===== src/sv/ett_pkg.sv =====
// ----------------------------------------------------------------------------
// ett_pkg
// Shared types, opcodes, status codes and date helpers for the earliest
// timestamp table.
// ----------------------------------------------------------------------------
package ett_pkg;

    localparam int TABLE_DEPTH_DEF = 64;
    localparam int ENTRY_W         = 50;

    localparam logic [2:0] OP_INSERT    = 3'd0;
    localparam logic [2:0] OP_COUNT     = 3'd1;
    localparam logic [2:0] OP_READ_MIN  = 3'd2;
    localparam logic [2:0] OP_DEL_MIN   = 3'd3;
    localparam logic [2:0] OP_DEL_OWNER = 3'd4;

    localparam logic [1:0] ST_OK    = 2'd0;
    localparam logic [1:0] ST_BAD   = 2'd1;
    localparam logic [1:0] ST_EMPTY = 2'd2;
    localparam logic [1:0] ST_FULL  = 2'd3;

    localparam logic [4:0] HOUR_MAX   = 5'd23;
    localparam logic [5:0] MINUTE_MAX = 6'd59;
    localparam logic [3:0] MONTH_MAX  = 4'd12;

    typedef struct packed {
        logic [2:0]  opcode;
        logic [15:0] owner_id;
        logic [4:0]  day_in;
        logic [3:0]  month_in;
        logic [13:0] year_in;
        logic [4:0]  hour_in;
        logic [5:0]  minute_in;
    } in_word_t;

    typedef struct packed {
        logic [1:0]  status;
        logic [6:0]  tally;
        logic [15:0] first_owner;
        logic [4:0]  first_day;
        logic [3:0]  first_month;
        logic [13:0] first_year;
        logic [4:0]  first_hour;
        logic [5:0]  first_minute;
    } out_word_t;

    // Stored entry; year..minute packed in ordering significance.
    typedef struct packed {
        logic [15:0] owner;
        logic [13:0] year;
        logic [3:0]  month;
        logic [4:0]  day;
        logic [4:0]  hour;
        logic [5:0]  minute;
    } entry_t;

    function automatic logic [4:0] month_len(input logic [3:0] m);
        logic [4:0] r;
        case (m)
            4'd2:                     r = 5'd28;
            4'd4, 4'd6, 4'd9, 4'd11:  r = 5'd30;
            default:                  r = 5'd31;
        endcase
        return r;
    endfunction

    // Leap: /4 is a mask; /100 and /400 via the 14-bit year split by a
    // small compare chain on the quotient by 100 computed with a reciprocal.
    function automatic logic leap_year(input logic [13:0] y);
        logic [27:0] prod;
        logic [7:0]  q;
        logic [13:0] rem;
        logic        div100;
        logic        div400;
        prod   = 28'(y) * 28'd10486;          // ~2^20/100
        q      = prod[27:20];
        rem    = y - 14'(q) * 14'd100;
        if (rem >= 14'd100)
        begin
            q   = q + 8'd1;
            rem = rem - 14'd100;
        end
        div100 = (rem == 14'd0);
        div400 = div100 && (q[1:0] == 2'b00);
        return (y[1:0] == 2'b00) && (!div100 || div400);
    endfunction

    function automatic logic date_ok(input logic [4:0] d, input logic [3:0] m,
                                     input logic [13:0] y);
        logic [5:0] lim;
        lim = {1'b0, month_len(m)};
        if (m == 4'd2 && leap_year(y))
            lim = lim + 6'd1;
        return (y != 14'd0) && (m != 4'd0) && (m <= MONTH_MAX) && (d != 5'd0)
            && ({1'b0, d} <= lim);
    endfunction

endpackage


===== src/sv/ett_ram.sv =====
// ----------------------------------------------------------------------------
// ett_ram
// Generic single-port-write, single-read RAM with a registered read.
// ----------------------------------------------------------------------------
module ett_ram #(
    parameter int WIDTH = 8,
    parameter int DEPTH = 16
) (
    input  logic                     clk,
    input  logic                     we,
    input  logic [$clog2(DEPTH)-1:0] waddr,
    input  logic [WIDTH-1:0]         wdata,
    input  logic [$clog2(DEPTH)-1:0] raddr,
    output logic [WIDTH-1:0]         rdata
);

    logic [WIDTH-1:0] mem [DEPTH];

    // Write and read the array
    always_ff @(posedge clk)
    begin
        if (we)
            mem[waddr] <= wdata;
        rdata <= mem[raddr];
    end

endmodule


===== src/sv/earliest_timestamp_table_core.sv =====
// ----------------------------------------------------------------------------
// earliest_timestamp_table_core
// Table of owner/date/time entries with insert, count on date, read and
// delete of the earliest entry, and delete of all entries of an owner.
// ----------------------------------------------------------------------------
// Usage:
//   in_*  channel carries one request word (in_valid, in_stall, in_data).
//   out_* channel carries one response word per request.
//   One request is handled at a time; in_stall is high while busy or while
//   a response waits in the output register.
//   Insert and unused opcodes need no RAM read; count and read earliest
//   read every held entry, and delete earliest then also moves the last
//   entry into the freed slot. Delete by owner handles each entry in turn
//   (read, compare, and for each entry it removes, move the last entry in).
//   Entries are read one at a time through the single read port of the
//   entry RAM.
//   Reset clears the entry count; RAM contents need no clearing because
//   only positions below the count are read.
//   While out_stall is high a pending response word holds and no new request
//   is taken.
// ----------------------------------------------------------------------------
module earliest_timestamp_table_core #(
    parameter int TABLE_DEPTH = ett_pkg::TABLE_DEPTH_DEF
) (
    input  logic               clk,
    input  logic               rst_n,
    input  logic               in_valid,
    output logic               in_stall,
    input  ett_pkg::in_word_t  in_data,
    output logic               out_valid,
    input  logic               out_stall,
    output ett_pkg::out_word_t out_data
);

    localparam int AW = $clog2(TABLE_DEPTH);
    localparam int CW = $clog2(TABLE_DEPTH + 1);

    typedef enum logic [4:0] {
        S_IDLE  = 5'b00001,
        S_SCAN  = 5'b00010,
        S_FETCH = 5'b00100,
        S_MOVE  = 5'b01000,
        S_DONE  = 5'b10000
    } state_t;

    state_t             state_reg, state_next;
    ett_pkg::in_word_t  req_reg, req_next;
    logic [CW-1:0]      count_reg, count_next;
    logic [CW-1:0]      idx_reg, idx_next;      // address being read
    logic               rd_pend_reg, rd_pend_next;
    logic [AW-1:0]      best_reg, best_next;
    ett_pkg::entry_t    best_ent_reg, best_ent_next;
    logic               have_best_reg, have_best_next;
    logic [6:0]         tally_reg, tally_next;
    logic               out_valid_reg, out_valid_next;
    ett_pkg::out_word_t out_reg, out_next;

    logic                 we;
    logic [AW-1:0]        waddr, raddr;
    logic [ett_pkg::ENTRY_W-1:0] wdata, rdata;
    ett_pkg::entry_t      rd_ent, req_ent;

    ett_ram #(.WIDTH(ett_pkg::ENTRY_W), .DEPTH(TABLE_DEPTH)) u_ram (
        .clk   (clk),
        .we    (we),
        .waddr (waddr),
        .wdata (wdata),
        .raddr (raddr),
        .rdata (rdata)
    );

    assign rd_ent  = ett_pkg::entry_t'(rdata);
    assign req_ent = '{owner: req_reg.owner_id, year: req_reg.year_in,
                       month: req_reg.month_in, day: req_reg.day_in,
                       hour: req_reg.hour_in, minute: req_reg.minute_in};

    assign in_stall  = (state_reg != S_IDLE) || out_valid_reg;
    assign out_valid = out_valid_reg;
    assign out_data  = out_reg;

    // Sequence one request through the RAM
    always_comb
    begin
        logic [CW-1:0] last;
        logic [AW-1:0] rd_pos;
        state_next     = state_reg;
        req_next       = req_reg;
        count_next     = count_reg;
        idx_next       = idx_reg;
        rd_pend_next   = 1'b0;
        best_next      = best_reg;
        best_ent_next  = best_ent_reg;
        have_best_next = have_best_reg;
        tally_next     = tally_reg;
        out_valid_next = out_valid_reg && out_stall;
        out_next       = out_reg;
        we             = 1'b0;
        waddr          = '0;
        wdata          = '0;
        raddr          = idx_reg[AW-1:0];
        last           = count_reg - CW'(1);
        rd_pos         = AW'(idx_reg - CW'(1));

        unique case (state_reg)
            S_IDLE:
            begin
                if (in_valid && !in_stall)
                begin
                    req_next       = in_data;
                    idx_next       = '0;
                    have_best_next = 1'b0;
                    tally_next     = '0;
                    state_next     = S_SCAN;
                end
            end
            S_SCAN:
            begin
                out_next = '0;
                unique case (req_reg.opcode) inside
                    ett_pkg::OP_INSERT:
                    begin
                        if (!ett_pkg::date_ok(req_reg.day_in, req_reg.month_in,
                                req_reg.year_in) || req_reg.hour_in > ett_pkg::HOUR_MAX
                                || req_reg.minute_in > ett_pkg::MINUTE_MAX)
                            out_next.status = ett_pkg::ST_BAD;
                        else if (count_reg >= CW'(TABLE_DEPTH))
                            out_next.status = ett_pkg::ST_FULL;
                        else
                        begin
                            we         = 1'b1;
                            waddr      = count_reg[AW-1:0];
                            wdata      = req_ent;
                            count_next = count_reg + CW'(1);
                        end
                        out_next.tally = 7'(count_next);
                        state_next     = S_DONE;
                    end
                    ett_pkg::OP_COUNT, ett_pkg::OP_READ_MIN, ett_pkg::OP_DEL_MIN:
                    begin
                        if (req_reg.opcode == ett_pkg::OP_COUNT &&
                            !ett_pkg::date_ok(req_reg.day_in, req_reg.month_in,
                                              req_reg.year_in))
                        begin
                            out_next.status = ett_pkg::ST_BAD;
                            state_next      = S_DONE;
                        end
                        else if (req_reg.opcode != ett_pkg::OP_COUNT &&
                                 count_reg == '0)
                        begin
                            out_next.status = ett_pkg::ST_EMPTY;
                            state_next      = S_DONE;
                        end
                        else
                        begin
                            // Compare the word returned last cycle
                            if (rd_pend_reg)
                            begin
                                if (req_reg.opcode == ett_pkg::OP_COUNT)
                                begin
                                    if (rd_ent.day == req_reg.day_in &&
                                        rd_ent.month == req_reg.month_in &&
                                        rd_ent.year == req_reg.year_in)
                                        tally_next = tally_reg + 7'd1;
                                end
                                else if (!have_best_reg ||
                                         rd_ent[33:0] < best_ent_reg[33:0])
                                begin
                                    best_next      = rd_pos;
                                    best_ent_next  = rd_ent;
                                    have_best_next = 1'b1;
                                end
                            end
                            if (idx_reg < count_reg)
                            begin
                                rd_pend_next = 1'b1;
                                idx_next     = idx_reg + CW'(1);
                            end
                            else if (req_reg.opcode == ett_pkg::OP_COUNT)
                            begin
                                out_next.tally = tally_next;
                                state_next     = S_DONE;
                            end
                            else
                            begin
                                out_next.first_owner  = best_ent_next.owner;
                                out_next.first_day    = best_ent_next.day;
                                out_next.first_month  = best_ent_next.month;
                                out_next.first_year   = best_ent_next.year;
                                out_next.first_hour   = best_ent_next.hour;
                                out_next.first_minute = best_ent_next.minute;
                                if (req_reg.opcode == ett_pkg::OP_READ_MIN)
                                begin
                                    out_next.tally = 7'(count_reg);
                                    state_next     = S_DONE;
                                end
                                else
                                begin
                                    // Fetch the last entry to fill the hole
                                    out_next.tally = 7'd1;
                                    raddr          = last[AW-1:0];
                                    idx_next       = last;
                                    state_next     = S_MOVE;
                                end
                            end
                        end
                    end
                    ett_pkg::OP_DEL_OWNER:
                    begin
                        if (idx_reg < count_reg)
                        begin
                            idx_next   = idx_reg;
                            state_next = S_FETCH;
                        end
                        else
                        begin
                            out_next.tally = tally_reg;
                            state_next     = S_DONE;
                        end
                    end
                    default:
                    begin
                        out_next.tally = 7'(count_reg);
                        state_next     = S_DONE;
                    end
                endcase
            end
            S_FETCH:
            begin
                // Data for idx arrives now; on match pull in the last entry
                out_next = '0;
                if (rd_ent.owner == req_reg.owner_id)
                begin
                    tally_next = tally_reg + 7'd1;
                    raddr      = last[AW-1:0];
                    best_next  = idx_reg[AW-1:0];
                    state_next = S_MOVE;
                end
                else
                begin
                    idx_next   = idx_reg + CW'(1);
                    raddr      = AW'(idx_next);
                    state_next = S_SCAN;
                end
            end
            S_MOVE:
            begin
                // Write the last entry into the freed slot and shrink
                we         = 1'b1;
                waddr      = best_reg;
                wdata      = rdata;
                count_next = last;
                if (req_reg.opcode == ett_pkg::OP_DEL_MIN)
                    state_next = S_DONE;
                else
                begin
                    idx_next   = CW'(best_reg);
                    state_next = S_SCAN;
                end
            end
            S_DONE:
            begin
                out_valid_next = 1'b1;
                state_next     = S_IDLE;
            end
            default: state_next = S_IDLE;
        endcase
    end

    // Hold control state
    always_ff @(posedge clk or negedge rst_n)
    begin
        if (!rst_n)
        begin
            state_reg     <= S_IDLE;
            count_reg     <= '0;
            out_valid_reg <= 1'b0;
            rd_pend_reg   <= 1'b0;
        end
        else
        begin
            state_reg     <= state_next;
            count_reg     <= count_next;
            out_valid_reg <= out_valid_next;
            rd_pend_reg   <= rd_pend_next;
        end
    end

    // Hold payload
    always_ff @(posedge clk)
    begin
        req_reg       <= req_next;
        idx_reg       <= idx_next;
        best_reg      <= best_next;
        best_ent_reg  <= best_ent_next;
        have_best_reg <= have_best_next;
        tally_reg     <= tally_next;
        out_reg       <= out_next;
    end

endmodule


===== config.mk =====
export PLATFORM = sky130hd
export DESIGN_NAME = earliest_timestamp_table_core
export DESIGN_NICKNAME = d
export VERILOG_FILES = /design/src/sv/ett_pkg.sv /design/src/sv/ett_ram.sv /design/src/sv/earliest_timestamp_table_core.sv
export SDC_FILE = /design/constraint.sdc
export NUM_CORES = 2
export LEC_CHECK = 0
export BUFFER_PORTS_ARGS = -buffer_cell sky130_fd_sc_hd__buf_2
export CORE_MARGIN = 2
export CORE_UTILIZATION = 50
export DETAILED_ROUTE_END_ITERATION = 8
export PLACE_DENSITY_LB_ADDON = 0.08
export SETUP_SLACK_MARGIN = 0.1
export SYNTH_ARGS = -nofsm -noshare
export SYNTH_HDL_FRONTEND = slang
export SYNTH_SLANG_ARGS = --single-unit

===== constraint.sdc =====
create_clock -name clk -period 19.7 [get_ports clk]
set_input_delay 1.97 -clock clk [delete_from_list [all_inputs] [get_ports clk]]
set_output_delay 1.97 -clock clk [all_outputs]
set_load 0.02 [all_outputs]

==> summary by stage <==
Run status
The flow ran to the end, and the final reports show no timing, DRC or antenna violations.

Worst setup path
STA classifies the critical path startpoint as a flop. Broken down by cell family, the worst path's largest delay share belongs to compound AO/OA/AOI/OAI gates. The dominant cell type by count on the critical path is sky130_fd_sc_hd__ha_1.

STA classifies the critical path endpoint as a flop. The biggest fanout along the worst timing path is 31. The largest single stage delay on the critical path is 0.88 ns. Data on the critical path is required at its endpoint by 20.26 ns. Counting both buffers and inverters, the worst setup path holds a total of 8.

The endpoint arrival time on the critical path is 17.10 ns. The class of the most critical setup path is reg -> reg. The library cell contributing the largest single delay on the critical path is sky130_fd_sc_hd__nor2_4.

STA
Headroom to the max-slew limit came out at 10.6%. On the final layout, the worst clock skew is 0.0715 ns. The number of endpoints with negative hold slack in the final report is 0.

The shortest period the worst path allows is 16.54 ns. Setup repair after global routing left no endpoint under its margin. The ratio of final minimum period to clock period is 83.9%. The actual transition at the worst max-transition pin is 1.34 ns.

The total negative slack for setup checks is 0 ns. The final number of max-transition violations is 0. The maximum clock frequency is just over 60 MHz.

Setup violations remaining at the end of the flow were counted as 0.

Synth
The cell count after synthesis is about 6,600. The number of warnings printed during yosys synthesis is 0. Of the post-synthesis cell area, the dominant cell type holds 73.9%. Counting distinct cell types in the post-synthesis netlist gives 83.

The share of the Yosys chip area taken by registers is between 70 and 80%. Summed over all instances, the cell type with the most area after synthesis is sky130_fd_sc_hd__edfxtp_1. The area of the mapped netlist is 0.137 sq mm. The share of synthesized registers carrying an async set or reset is 0.406%.

The synthesized area per cell is slightly above 20 sq um. In the post-synthesis netlist, the biggest area contributors are sky130_fd_sc_hd__edfxtp_1, sky130_fd_sc_hd__mux4_2, sky130_fd_sc_hd__a22oi_1. The number of nets handed over by synthesis was approximately 7,000. The synthesized flop and latch total is 3,447.

Counting flops with a built-in enable in the synthesized netlist gives 3,383. The top flip-flop cell by instance count after synthesis is sky130_fd_sc_hd__edfxtp_1.

Floorplan
For this configuration, the core starts out at a cell density of 50.3%. The area of the core is ~0.27 sq mm. The count of boundary I/O pins is 118. The row count is 192. The die footprint is approximately 0.28 sq mm. The die is 528 microns wide. Measured along the y axis, the die boundary spans 528 microns.

Finish
The leading cell type in the layout, fill and taps excluded is sky130_fd_sc_hd__edfxtp_1. The area growth from synthesis to layout is 12.8%. The proportion of layout cells with a drive suffix above 1 is 24.7%. The register with the most flip-flops in the layout has between 3,000 and 4,000 of them. The library cells used most frequently in the layout, excluding fill and tap cells, are sky130_fd_sc_hd__edfxtp_1, sky130_fd_sc_hd__mux4_2, sky130_fd_sc_hd__a22oi_1. At the end of the flow, the number of nets in the layout was 7,287. The register with the most flip-flops is u_ram.mem. The filler cell count is 20,200.

Route
The violation count after the first detailed-route iteration is 9,103. The iteration count of the initial detailed-routing pass is 6. The count of antenna-violating nets left after detailed routing is 0. After detailed routing, the number of remaining DRC violations is 0. The average detailed-routed wire length per instance is 34.6 microns.

The routed layout has approximately 70,000 vias. The routed via count divided by cell count is between 6 and 7. Summed over all layers, the routed wires come to 376 mm.

Placement
The total of buffers placed on input and output ports is 117. The routability congestion estimate from global placement is 0.906. The HPWL after detailed placement is 222 mm.

GRT
The initial antenna violation count is 34. The number of global-route vias before repair was 68,800. The first-pass GRT wire length is ~530 mm.

For this run the aggregate overflow at the end of global routing stands at 0. Entering global routing, the biggest net connects between 100 and 150 pins. Across every metal layer, demand over resource in global routing totals 26.9%.

CTS
Buffers added to address setup during post-CTS repair amount to 0. The H-tree was split into 5 levels. The clock root buffer is sky130_fd_sc_hd__clkbuf_16.

The count of clock tree sinks is 3,447. The number of buffers added by the clock tree synthesis step is 360. The hold-fix buffer count after cts is 0. TritonCTS built the clock tree. The maximum count of clock buffers along a single path is 4. The later pin in the worst-skew pair is clocked with a latency of 0.96 ns. In this run, post-CTS repair resized a total of 0 instances. The clock transition time at the flip-flop clock pins of the worst setup and hold paths is 0.06 ns.

Hold path
The kind of path behind the tightest hold check is reg -> reg.

Flow run
The reported max-cap violation count is 0.
[worst reg2reg max path: cells and delay by family, from the launching register on]
family	cells	cell delay [ns]
XOR/XNOR	1	0.15
AO/OA/AOI/OAI	19	5.78
AND/OR/NAND/NOR	13	3.00
adder cells (fa/ha/maj)	13	4.98
buffers and inverters	8	1.47
flip-flops	1	0.72
[Yosys cell counts, types with 8 or more instances]
cell type and instances:
sky130_fd_sc_hd__and3_1 14, sky130_fd_sc_hd__a22o_1 34, sky130_fd_sc_hd__dfrtp_1 13, sky130_fd_sc_hd__buf_1 9
sky130_fd_sc_hd__clkbuf_1 139, sky130_fd_sc_hd__mux2i_1 70, sky130_fd_sc_hd__o211ai_1 13, sky130_fd_sc_hd__nor2b_1 10
sky130_fd_sc_hd__nor3_1 33, sky130_fd_sc_hd__nand2_1 215, sky130_fd_sc_hd__buf_2 167, sky130_fd_sc_hd__xor2_1 49
sky130_fd_sc_hd__inv_1 182, sky130_fd_sc_hd__nand2b_1 13, sky130_fd_sc_hd__nor4_1 10, sky130_fd_sc_hd__nor2_1 147
sky130_fd_sc_hd__a22oi_1 399, sky130_fd_sc_hd__or3_1 8, sky130_fd_sc_hd__a221oi_1 12, sky130_fd_sc_hd__a31oi_1 19
sky130_fd_sc_hd__or2_1 49, sky130_fd_sc_hd__a21o_1 34, sky130_fd_sc_hd__dfxtp_1 50, sky130_fd_sc_hd__and2_1 13
sky130_fd_sc_hd__nand3_1 35, sky130_fd_sc_hd__edfxtp_1 3383, sky130_fd_sc_hd__o21ai_0 61, sky130_fd_sc_hd__o31ai_1 8
sky130_fd_sc_hd__fa_1 66, sky130_fd_sc_hd__nand4_1 118, sky130_fd_sc_hd__ha_1 192, sky130_fd_sc_hd__mux2_2 55
sky130_fd_sc_hd__and4_1 9, sky130_fd_sc_hd__xnor2_1 41, sky130_fd_sc_hd__a21oi_1 61, sky130_fd_sc_hd__mux4_2 788
[cell families after synthesis]
group | share of synthesized area, %
fa+ha+maj | 2.71
buf+inv | 1.56
xor+xnor | 0.574
mux | 13.9
flops | 74.9
compound gates | 3.87
simple gates | 2.49
[path summary, 6_finish.rpt]
path	start	slack [ns]	to	depth (start not counted)
hold / removal	best_ent_reg[41]	0.58	best_ent_reg[41]	1
setup reg to reg	req_ent[31]	3.16	u_ram.mem[10][33]	54
hold reg to reg	best_ent_reg[41]	0.58	best_ent_reg[41]	1
max in group asynchronous	rst_n	18.44	state_reg[0]	1
setup / recovery	req_ent[31]	3.16	u_ram.mem[10][33]	54
min in group asynchronous	rst_n	0.95	state_reg[4]	1
[layer usage]
metal | GRT usage (%) | up-vias | part of all wire, % | routed length [microns]
li1 | - | 28400 | - | -
met5 | 0 | - | 0.034 | 126
met3 | 5.54 | 472 | 9.0 | 33900
met4 | 6.17 | 20 | 2.1 | 7990
met1 | 40.1 | 37300 | 42 | 159000
met2 | 41.1 | 3327 | 46 | 174000
[final cells by class]
cell class / count / area (sq um) / area share (%)
flip-flops and latches: 3447 / 103000 / 66.4
repair buffers: 291 / 2050 / 1.33
inverters: 186 / 698 / 0.450
well taps: 3589 / 4490 / 2.90
clock buffers: 465 / 9670 / 6.24
diodes: 18 / 45.0 / 0.0291
clock inverters: 179 / 1810 / 1.17
multi-input cells: 2686 / 33300 / 21.5
[metrics by stage]
stage / instance area [sq um] / hold WS (ns) / util (%) / setup slack [ns] / std cells
finish: 155000 / 0.579 / 56.7 / 3.16 / 10900
global route: 155000 / 0.597 / 56.7 / 2.21 / 10800
CTS: 155000 / 0.581 / 56.7 / 3.02 / 10800
detailed placement: 143000 / 0.567 / 52.5 / 3.21 / 10200
global placement: 143000 / 0.536 / 52.5 / 3.20 / 10200
floorplan: 137000 / 0.524 / - / 5.24 / 6640
Power is not shown: default switching activity piles up to over one toggle a cycle in this logic, so the estimate is an artifact.
